File: src/hw/rtl/ttrr_pkg.sv
// shared types, codes and defaults for the round-robin task table
`timescale 1ns / 1ps

package ttrr_pkg;

    localparam int SLOTS_DEF = 16;

    // command codes
    localparam logic [1:0] CMD_CREATE    = 2'd0;
    localparam logic [1:0] CMD_TERMINATE = 2'd1;
    localparam logic [1:0] CMD_SCHEDULE  = 2'd2;

    // result status codes
    localparam logic [2:0] RES_OK        = 3'd0;
    localparam logic [2:0] RES_FULL      = 3'd1;
    localparam logic [2:0] RES_KERNEL    = 3'd2;
    localparam logic [2:0] RES_NOT_FOUND = 3'd3;
    localparam logic [2:0] RES_NO_READY  = 3'd4;

    // slot states
    localparam logic [1:0] SLOT_UNUSED     = 2'd0;
    localparam logic [1:0] SLOT_READY      = 2'd1;
    localparam logic [1:0] SLOT_RUNNING    = 2'd2;
    localparam logic [1:0] SLOT_TERMINATED = 2'd3;

    typedef struct packed {
        logic [1:0]  cmd;
        logic [31:0] target_id;
    } cmd_t;

    typedef struct packed {
        logic [2:0]  status;
        logic [3:0]  slot_index;
        logic [31:0] task_id;
        logic [3:0]  previous_slot;
    } res_t;

    typedef struct packed {
        logic        stat_we;
        logic [1:0]  stat;
        logic        id_we;
        logic [31:0] id;
    } slot_wr_t;

    typedef struct packed {
        logic [1:0]  stat;
        logic [31:0] id;
    } slot_rd_t;

endpackage

File: src/hw/rtl/task_table_round_robin.sv
// round-robin task table: create, terminate and schedule over a slot table
//
//  channel   dir  handshake              payload
//  cmd       in   cmd_valid / cmd_ready  cmd_data (cmd, target_id)
//  res       out  res_valid / res_ready  res_data (status, slot_index, task_id, previous_slot)
//
// each slot examined passes through S_LOAD and S_CHECK on the single memory read port;
// create and terminate add entry in S_IDLE and exit through S_RESULT
// schedule first reads the running slot, and adds S_WRITE for the second state write
// the table is usable straight after reset
// a waiting result does not block the next command; only its delivery waits
`timescale 1ns / 1ps

module task_table_round_robin #(
    parameter int SLOTS = ttrr_pkg::SLOTS_DEF
) (
    input  logic           clk,
    input  logic           rst_n,
    input  logic           cmd_valid,
    output logic           cmd_ready,
    input  ttrr_pkg::cmd_t cmd_data,
    output logic           res_valid,
    input  logic           res_ready,
    output ttrr_pkg::res_t res_data
);
    import ttrr_pkg::*;

    localparam int IDX_W = $clog2(SLOTS);
    localparam int EXT_W = (IDX_W > 4) ? IDX_W : 4;

    localparam logic [2:0] S_IDLE   = 3'd0;
    localparam logic [2:0] S_LOAD   = 3'd1;
    localparam logic [2:0] S_CHECK  = 3'd2;
    localparam logic [2:0] S_WRITE  = 3'd3;
    localparam logic [2:0] S_RESULT = 3'd4;

    logic [2:0]       state_reg, state_next;
    logic [1:0]       cmd_reg, cmd_next;
    logic [31:0]      target_reg, target_next;
    logic [IDX_W-1:0] addr_reg, addr_next;
    logic [IDX_W-1:0] count_reg, count_next;
    logic             first_reg, first_next;
    logic [IDX_W-1:0] cur_reg, cur_next;
    logic [1:0]       cur_stat_reg, cur_stat_next;
    logic [31:0]      cur_id_reg, cur_id_next;
    logic [IDX_W-1:0] running_reg, running_next;
    logic [31:0]      id_counter_reg, id_counter_next;
    res_t             res_reg, res_next;
    logic             res_valid_reg, res_valid_next;
    res_t             res_data_reg, res_data_next;

    logic [IDX_W-1:0] addr_inc;
    logic [IDX_W-1:0] waddr;
    slot_wr_t         wr;
    slot_rd_t         rd;
    logic             hit;
    logic             last;

    function automatic logic [3:0] nib(input logic [IDX_W-1:0] a);
        logic [EXT_W-1:0] e;
        e = EXT_W'(a);
        return e[3:0];
    endfunction

    ttrr_slot_mem #(
        .SLOTS (SLOTS),
        .IDX_W (IDX_W)
    ) u_slot_mem (
        .clk   (clk),
        .rst_n (rst_n),
        .raddr (addr_reg),
        .waddr (waddr),
        .wr    (wr),
        .rd    (rd)
    );

    assign addr_inc  = (addr_reg == IDX_W'(SLOTS - 1)) ? '0 : addr_reg + 1'b1;
    assign last      = (count_reg == IDX_W'(SLOTS - 1));
    assign cmd_ready = (state_reg == S_IDLE);
    assign res_valid = res_valid_reg;
    assign res_data  = res_data_reg;

    // shared match compare
    always_comb
    begin
        case (cmd_reg)
            CMD_CREATE:    hit = (rd.stat == SLOT_UNUSED);
            CMD_TERMINATE: hit = (rd.id == target_reg);
            default:       hit = (rd.stat == SLOT_READY);
        endcase
    end

    always_comb
    begin
        state_next      = state_reg;
        cmd_next        = cmd_reg;
        target_next     = target_reg;
        addr_next       = addr_reg;
        count_next      = count_reg;
        first_next      = first_reg;
        cur_next        = cur_reg;
        cur_stat_next   = cur_stat_reg;
        cur_id_next     = cur_id_reg;
        running_next    = running_reg;
        id_counter_next = id_counter_reg;
        res_next        = res_reg;
        res_data_next   = res_data_reg;
        res_valid_next  = res_valid_reg && !res_ready;
        waddr           = addr_reg;
        wr              = '0;

        unique case (state_reg)
            S_IDLE:
            begin
                if (cmd_valid)
                begin
                    cmd_next    = cmd_data.cmd;
                    target_next = cmd_data.target_id;
                    count_next  = '0;
                    case (cmd_data.cmd)
                        CMD_CREATE, CMD_TERMINATE:
                        begin
                            if (cmd_data.cmd == CMD_TERMINATE && cmd_data.target_id == 32'd0)
                            begin
                                res_next   = '{RES_KERNEL, 4'd0, 32'd0, 4'd0};
                                state_next = S_RESULT;
                            end
                            else
                            begin
                                addr_next  = '0;
                                first_next = 1'b0;
                                state_next = S_LOAD;
                            end
                        end
                        CMD_SCHEDULE:
                        begin
                            addr_next  = running_reg;
                            first_next = 1'b1;
                            state_next = S_LOAD;
                        end
                        default:
                        begin
                            state_next = S_IDLE;
                        end
                    endcase
                end
            end

            S_LOAD:
            begin
                state_next = S_CHECK;
            end

            S_CHECK:
            begin
                if (first_reg)
                begin
                    // running slot snapshot, then scan from the slot after it
                    cur_next      = addr_reg;
                    cur_stat_next = rd.stat;
                    cur_id_next   = rd.id;
                    addr_next     = addr_inc;
                    count_next    = '0;
                    first_next    = 1'b0;
                    state_next    = S_LOAD;
                end
                else if (hit)
                begin
                    wr.stat_we = 1'b1;
                    case (cmd_reg)
                        CMD_CREATE:
                        begin
                            wr.stat         = SLOT_READY;
                            wr.id_we        = 1'b1;
                            wr.id           = id_counter_reg;
                            id_counter_next = id_counter_reg + 32'd1;
                            res_next        = '{RES_OK, nib(addr_reg), id_counter_reg, 4'd0};
                            state_next      = S_RESULT;
                        end
                        CMD_TERMINATE:
                        begin
                            wr.stat    = SLOT_TERMINATED;
                            res_next   = '{RES_OK, nib(addr_reg), target_reg, 4'd0};
                            state_next = S_RESULT;
                        end
                        default:
                        begin
                            wr.stat      = SLOT_RUNNING;
                            running_next = addr_reg;
                            res_next     = '{RES_OK, nib(addr_reg), rd.id, nib(cur_reg)};
                            state_next   = (cur_stat_reg == SLOT_RUNNING) ? S_WRITE : S_RESULT;
                        end
                    endcase
                end
                else if (last)
                begin
                    case (cmd_reg)
                        CMD_CREATE:    res_next = '{RES_FULL, 4'd0, 32'd0, 4'd0};
                        CMD_TERMINATE: res_next = '{RES_NOT_FOUND, 4'd0, 32'd0, 4'd0};
                        default:
                            res_next = '{RES_NO_READY, nib(cur_reg), cur_id_reg, nib(cur_reg)};
                    endcase
                    state_next = S_RESULT;
                end
                else
                begin
                    addr_next  = addr_inc;
                    count_next = count_reg + 1'b1;
                    state_next = S_LOAD;
                end
            end

            S_WRITE:
            begin
                // previous running slot drops back to ready
                waddr      = cur_reg;
                wr.stat_we = 1'b1;
                wr.stat    = SLOT_READY;
                state_next = S_RESULT;
            end

            S_RESULT:
            begin
                if (!res_valid_reg || res_ready)
                begin
                    res_valid_next = 1'b1;
                    res_data_next  = res_reg;
                    state_next     = S_IDLE;
                end
            end

            default:
            begin
                state_next = S_IDLE;
            end
        endcase
    end

    always_ff @(posedge clk or negedge rst_n)
    begin
        if (!rst_n)
        begin
            state_reg      <= S_IDLE;
            cmd_reg        <= CMD_CREATE;
            addr_reg       <= '0;
            count_reg      <= '0;
            first_reg      <= 1'b0;
            running_reg    <= '0;
            id_counter_reg <= 32'd1;
            res_valid_reg  <= 1'b0;
        end
        else
        begin
            state_reg      <= state_next;
            cmd_reg        <= cmd_next;
            addr_reg       <= addr_next;
            count_reg      <= count_next;
            first_reg      <= first_next;
            running_reg    <= running_next;
            id_counter_reg <= id_counter_next;
            res_valid_reg  <= res_valid_next;
        end
    end

    always_ff @(posedge clk)
    begin
        target_reg   <= target_next;
        cur_reg      <= cur_next;
        cur_stat_reg <= cur_stat_next;
        cur_id_reg   <= cur_id_next;
        res_reg      <= res_next;
        res_data_reg <= res_data_next;
    end

endmodule

File: src/hw/rtl/ttrr_slot_mem.sv
// slot state and id memories with per-entry valid bits
`timescale 1ns / 1ps

module ttrr_slot_mem #(
    parameter int SLOTS = ttrr_pkg::SLOTS_DEF,
    parameter int IDX_W = $clog2(SLOTS)
) (
    input  logic                clk,
    input  logic                rst_n,
    input  logic [IDX_W-1:0]    raddr,
    input  logic [IDX_W-1:0]    waddr,
    input  ttrr_pkg::slot_wr_t  wr,
    output ttrr_pkg::slot_rd_t  rd
);
    import ttrr_pkg::*;

    logic [1:0]       stat_mem [SLOTS];
    logic [31:0]      id_mem [SLOTS];
    logic [SLOTS-1:0] stat_vld_reg;
    logic             stat_vq_reg;
    logic [IDX_W-1:0] raddr_q_reg;
    logic [1:0]       stat_q_reg;
    logic [31:0]      id_q_reg;

    always_ff @(posedge clk or negedge rst_n)
    begin
        if (!rst_n)
        begin
            stat_vld_reg <= '0;
            stat_vq_reg  <= 1'b0;
            raddr_q_reg  <= '0;
        end
        else
        begin
            if (wr.stat_we)
            begin
                stat_vld_reg[waddr] <= 1'b1;
            end
            stat_vq_reg <= stat_vld_reg[raddr];
            raddr_q_reg <= raddr;
        end
    end

    always_ff @(posedge clk)
    begin
        if (wr.stat_we)
        begin
            stat_mem[waddr] <= wr.stat;
        end
        if (wr.id_we)
        begin
            id_mem[waddr] <= wr.id;
        end
        stat_q_reg <= stat_mem[raddr];
        id_q_reg   <= id_mem[raddr];
    end

    // unwritten entries read as their reset contents
    // a slot other than slot 0 gets its id on the first state write
    // slot 0 keeps the kernel id
    always_comb
    begin
        if (stat_vq_reg)
        begin
            rd.stat = stat_q_reg;
        end
        else if (raddr_q_reg == '0)
        begin
            rd.stat = SLOT_RUNNING;
        end
        else
        begin
            rd.stat = SLOT_UNUSED;
        end
        rd.id = (stat_vq_reg && raddr_q_reg != '0) ? id_q_reg : 32'd0;
    end

endmodule

File: config.mk
export PLATFORM = sky130hd
export DESIGN_NAME = task_table_round_robin
export DESIGN_NICKNAME = d
export VERILOG_FILES = /design/src/hw/rtl/ttrr_pkg.sv /design/src/hw/rtl/task_table_round_robin.sv /design/src/hw/rtl/ttrr_slot_mem.sv
export SDC_FILE = /design/constraint.sdc
export NUM_CORES = 1
export LEC_CHECK = 0
export CAP_MARGIN = 20
export CORE_AREA = 2 2 234 236
export CTS_BUF_LIST = sky130_fd_sc_hd__clkbuf_8
export DETAILED_ROUTE_END_ITERATION = 16
export DIE_AREA = 0 0 236 238
export DONT_BUFFER_PORTS = 1
export MAX_ROUTING_LAYER = met4
export PLACE_DENSITY_LB_ADDON = 0.15
export SYNTH_ARGS = -nofsm -noshare
export SYNTH_HDL_FRONTEND = slang
export SYNTH_HIERARCHICAL = 1
export SYNTH_SLANG_ARGS = --single-unit
export TNS_END_PERCENT = 30
File: constraint.sdc
create_clock -name clk -period 7.05 [get_ports clk]
set_input_delay 0.3525 -clock clk [delete_from_list [all_inputs] [get_ports clk]]
set_output_delay 0.3525 -clock clk [all_outputs]
set_load 0.01 [all_outputs]
* Yosys cells after proc, flatten, opt, wreduce, memory -nomap -nowiden
Memories as Yosys holds them, arrays and structs flattened. A register that Yosys moved wholly into a read port is not among the register bits.
Cells that the tools add are included.
** Cells by class
- Add/sub/neg operators :: 3
- $lt $le $gt $ge :: 3
- Eq/ne operators :: 22
- Muxes and demuxes :: 57
- Bitwise logic cells :: 3
- Reductions and logical operators :: 27
** Operator list (count)
- $mux W43 :: 6
- $pmux W43 S2 :: 2
- $mux W36 :: 2
- $pmux W36 S2 :: 1
- $mux W33 :: 2
- $mux W4 :: 11
- $add A32 B1 Y32 const B :: 1
- $eq A32 B32 Y1 :: 1
- $logic_not A32 Y1 :: 1
- $mux W32 :: 1
- $mux W3 :: 8
- $pmux W4 S2 :: 3
- $or A16 B16 Y16 :: 1
- $reduce_and A4 Y1 :: 4
- $pmux W3 S5 :: 1
- $ne A3 B3 Y1 const B :: 4
- $pmux W3 S2 :: 2
- $reduce_and A6 Y1 :: 2
- $lt A4 B5 Y1 const B :: 2
- $mux W1 :: 10
- $add A4 B1 Y4 const B :: 2
- $eq A4 B4 Y1 const B :: 2
- $reduce_and A2 Y1 :: 4
- $eq A2 B1 Y1 const B :: 3
- 23 further kinds :: 39
** Word-level totals
- Flip-flop bits (word level) :: 228
- Memory bits (writable) :: 544
- Input bits :: 38
- Output and inout port bits :: 45
- Logic and storage cells :: 140
- Memories :: 2
** Memories
- u_slot_mem.id_mem :: depth 16, bits a word 32, read ports 1, clocked after memory_dff 1, write ports 1, line ttrr_slot_mem.sv:18 : logic [31:0] id_mem [SLOTS];
- u_slot_mem.stat_mem :: depth 16, bits a word 2, read ports 1, clocked after memory_dff 1, write ports 1, line ttrr_slot_mem.sv:17 : logic [1:0] stat_mem [SLOTS];

* Logic depth before layout (Yosys ltp)
- Word-level depth :: 10
- Mapped depth :: 13
- Gate-level depth less buffers :: 11

* Modules after synthesis
The synthesis kept the hierarchy.
** Modules (own cells, without submodules)
- ttrr_slot_mem :: instances 1, cells each 1000, area each 22516.6 um^2, seq. area each 17541.8 um^2
- task_table_round_robin :: instances 1, cells each 779, area each 9481.6 um^2, seq. area each 5962.0 um^2

* Worst setup path before layout
No wires, ideal clock.
- Kind :: register -> register
- From :: register u_slot_mem.raddr_q_reg[1]
- To :: register res_reg[0] in the netlist's numbering, enable pin
- Setup time :: 0.458 ns
- Arrival time :: 4.432 ns
- Data required time :: 6.592 ns
- Setup slack :: 2.161 ns
- Stages on the path, launching flop included :: 11
- Path buffers :: 2
- Period minus slack after synthesis :: 4.889 ns
- Path through :: dfrtp_1 or4_1 clkbuf_1 and3_1 xnor2_1 nand4_1 nor4_1 and3_1 clkbuf_1 nor2_1 a21oi_1
** RTL lines
- start: declaration :: line ttrr_slot_mem.sv:21 : logic [IDX_W-1:0] raddr_q_reg;
- start signal: assignment :: line ttrr_slot_mem.sv:40 : raddr_q_reg <= raddr;
- end signal: assignment :: line task_table_round_robin.sv:271 : res_reg <= res_next;
- end: declaration :: line task_table_round_robin.sv:48 : res_t res_reg, res_next;

==> out/results.ini <==
[run_status]
status=completed

[synthesis]
synthArstFlopShare=0.0893
ys_seq_elements=806
synth_edf_count=700
ys_seq_area_frac=0.735
synth_ff_type=edfxtp_1
yosys_warnings=6
synth_top_area_frac=0.657
avgSynthCellArea_sq_um=18.0
syn_area_sq_um=32000
synthTopCellsByArea=edfxtp_1 66%, mux4_2 5.8%, dfrtp_1 5.6%
synthCells=1779
synth_cell_types=62
synth_fp_nets=1820
yosys.area.top_type=edfxtp_1

[die]
die_w_microns=236
io_pins=83
start_util=0.598
die-area_sq_um=56200
rows=85
die_h_microns=238
core_sq_um=53500

[sta]
whs_ns=0.0919
hold_viol=0
rsz0062_at_grt=no
fin_setup_tns_ns=0
clock_skew_ns=0.0351
period_share=0.672
slew_headroom=0.266
fmaxAchievable_ghz=0.211
setup_violations=0
drv_slew=0
tightestPinTransition_ns=1.10
period_minus_slack_ns=4.74

[clock_tree]
clkTransAtPathRegs_ns=0.06
cts_buffers=130
cts_tree=built
cts.sinks=806
cts_max_level=4
ctsLongestPathBuffers=3
cts-root-buf=clkbuf_8
clk_latency_ns=0.79
cts_setup_buffers=0

[finish]
final_cell_area_sq_um=35600
final_util=0.666
area_delta_synth_final_pct=11.3
layout_commonest_cell=edfxtp_1
largest_reg_flops=512
drive_gt1_frac=0.170
fin_nets=1921
layout_common_cells=700 x edfxtp_1, 140 x clkbuf_8, 137 x nand2_1, 83 x mux4_2, 70 x a22oi_1

[critical_path]
crit_required_ns=7.48
path_delay_family=simple AND/OR/NAND/NOR gates
worstSetupEndpointType=register
arrival_ns=5.17
criticalPathCategory=register to register
path_cells=or4_1, and3_1, xnor2_1, nand4_1, nor4_1, and3_1, buf_4, nor2_1, a21oi_4, buf_4
critical-path-max-stage-delay_ns=1.00
cp_slowest_cell=or4_1
crit_path_max_fanout=42
crit_buf_inv=2
worst_setup_path_start_kind=register
r2r_setup_slack_ns=2.31

[global_routing]
grt_remaining_overflow=0
antenna_found_initial=2
grt_use_total=0.268
grt_pass1_wl_microns=107000
grt_pass1_vias=16600
grt_max_degree=73

[drt]
avgRoutedWirePerCell_microns=26.4
wl_microns=70900
firstDrtPassIters=5
drtAntennaViolNets=0
vias=16900
vias_per_cell=6.30
initialDrtViolationCount=2088
drc=0

[power_and_ir_drop]
p_total_mw=12.3
vdd_drop_max_mv=0.194
p_leak_nw=10.6
powerDensity_nw_per_um2=346

[place]
gp_congestion=0.870
portBuffers=0
dpl-instance-area_sq_um=32700
hpwl_microns=43400

[flow_run]
max-cap-violations=0

[min_path]
hold_class=input pin to register

## metal layers
layer,global-route usage,part of all wire,vias up
met5,-,0,-
met4,0.0969,0.026,0
met2,0.371,0.45,779
met1,0.388,0.44,8670
met3,0.0727,0.091,105
li1,-,-,7339
## through the flow
step,std cells,setup slack (ns)
floorplan,1779,2.16
global placement,2392,2.45
detailed placement,2396,2.35
CTS,2671,2.35
global route,2680,2.14
finish,2680,2.31
## Yosys cell counts, drive strengths merged, types with 3 or more instances
library cell	instances
a21oi	37
a22oi	70
and2	35
and3	49
and4	3
buf	31
clkbuf	70
dfrtp	71
dfxtp	34
edfxtp	700
ha	3
inv	10
mux2	13
mux2i	32
mux4	140
nand2	138
nand2b	7
nand3	21
nand3b	4
nand4	30
nor2	51
nor2b	4
nor3	15
nor3b	3
nor4	17
o211ai	33
o21a	3
o21ai	43
o31ai	4
or2	19
or3	3
or4	3
xnor2	52
xor2	11
## report_power, final
group / internal, mW / switching, mW / leakage, nW
registers: 5.62 / 0.332 / 6.60
logic: 0.956 / 1.77 / 2.65
clock network: 1.87 / 1.79 / 1.38
## what timing repair did
item / in CTS / in global routing
hold endpoints to repair: 111 / 0
gates resized for setup: 0 / 0
hold buffers: 40 / 0
## layout make-up
| class | count | area [sq um] |
|---|---|---|
| clock inverter | 95 | 448 |
| fill | 3629 | 17900 |
| inverter | 10 | 37.5 |
| tap | 696 | 871 |
| clock buffer | 140 | 1930 |
| sequential | 806 | 23500 |
| antenna | 1 | 2.50 |
| multi-input combinational | 862 | 8030 |
| timing repair buffer | 70 | 793 |
## tightest hold or removal path, stage by stage
cell and delay, ns:
nor2b_1 0.06, a31oi_1 0.19, nand3_1 0.09, o2bb2ai_1 0.12
## logic make-up after synthesis
logic type / count (synthesis) / share of synthesized area
mux: 185 / 0.120
flops: 806 / 0.735
compound gates: 203 / 0.0421
simple gates: 408 / 0.0655
xor+xnor: 63 / 0.0172
buf+inv: 111 / 0.0197
fa+ha+maj: 3 / 0.00117
## final timing paths
check | start | cells past startpoint | endpoint
setup / recovery | u_slot_mem/raddr_q_reg[1] | 10 | res_reg[18]
hold / removal | cmd_data[32] | 4 | addr_reg[2]
setup reg to reg | u_slot_mem/raddr_q_reg[1] | 10 | res_reg[18]
hold reg to reg | res_reg[3] | 0 | res_data[3]
max in group asynchronous | rst_n | 2 | u_slot_mem/stat_vld_reg[4]
min in group asynchronous | rst_n | 2 | cmd_reg[0]
Power figures use the tool's default switching activity.
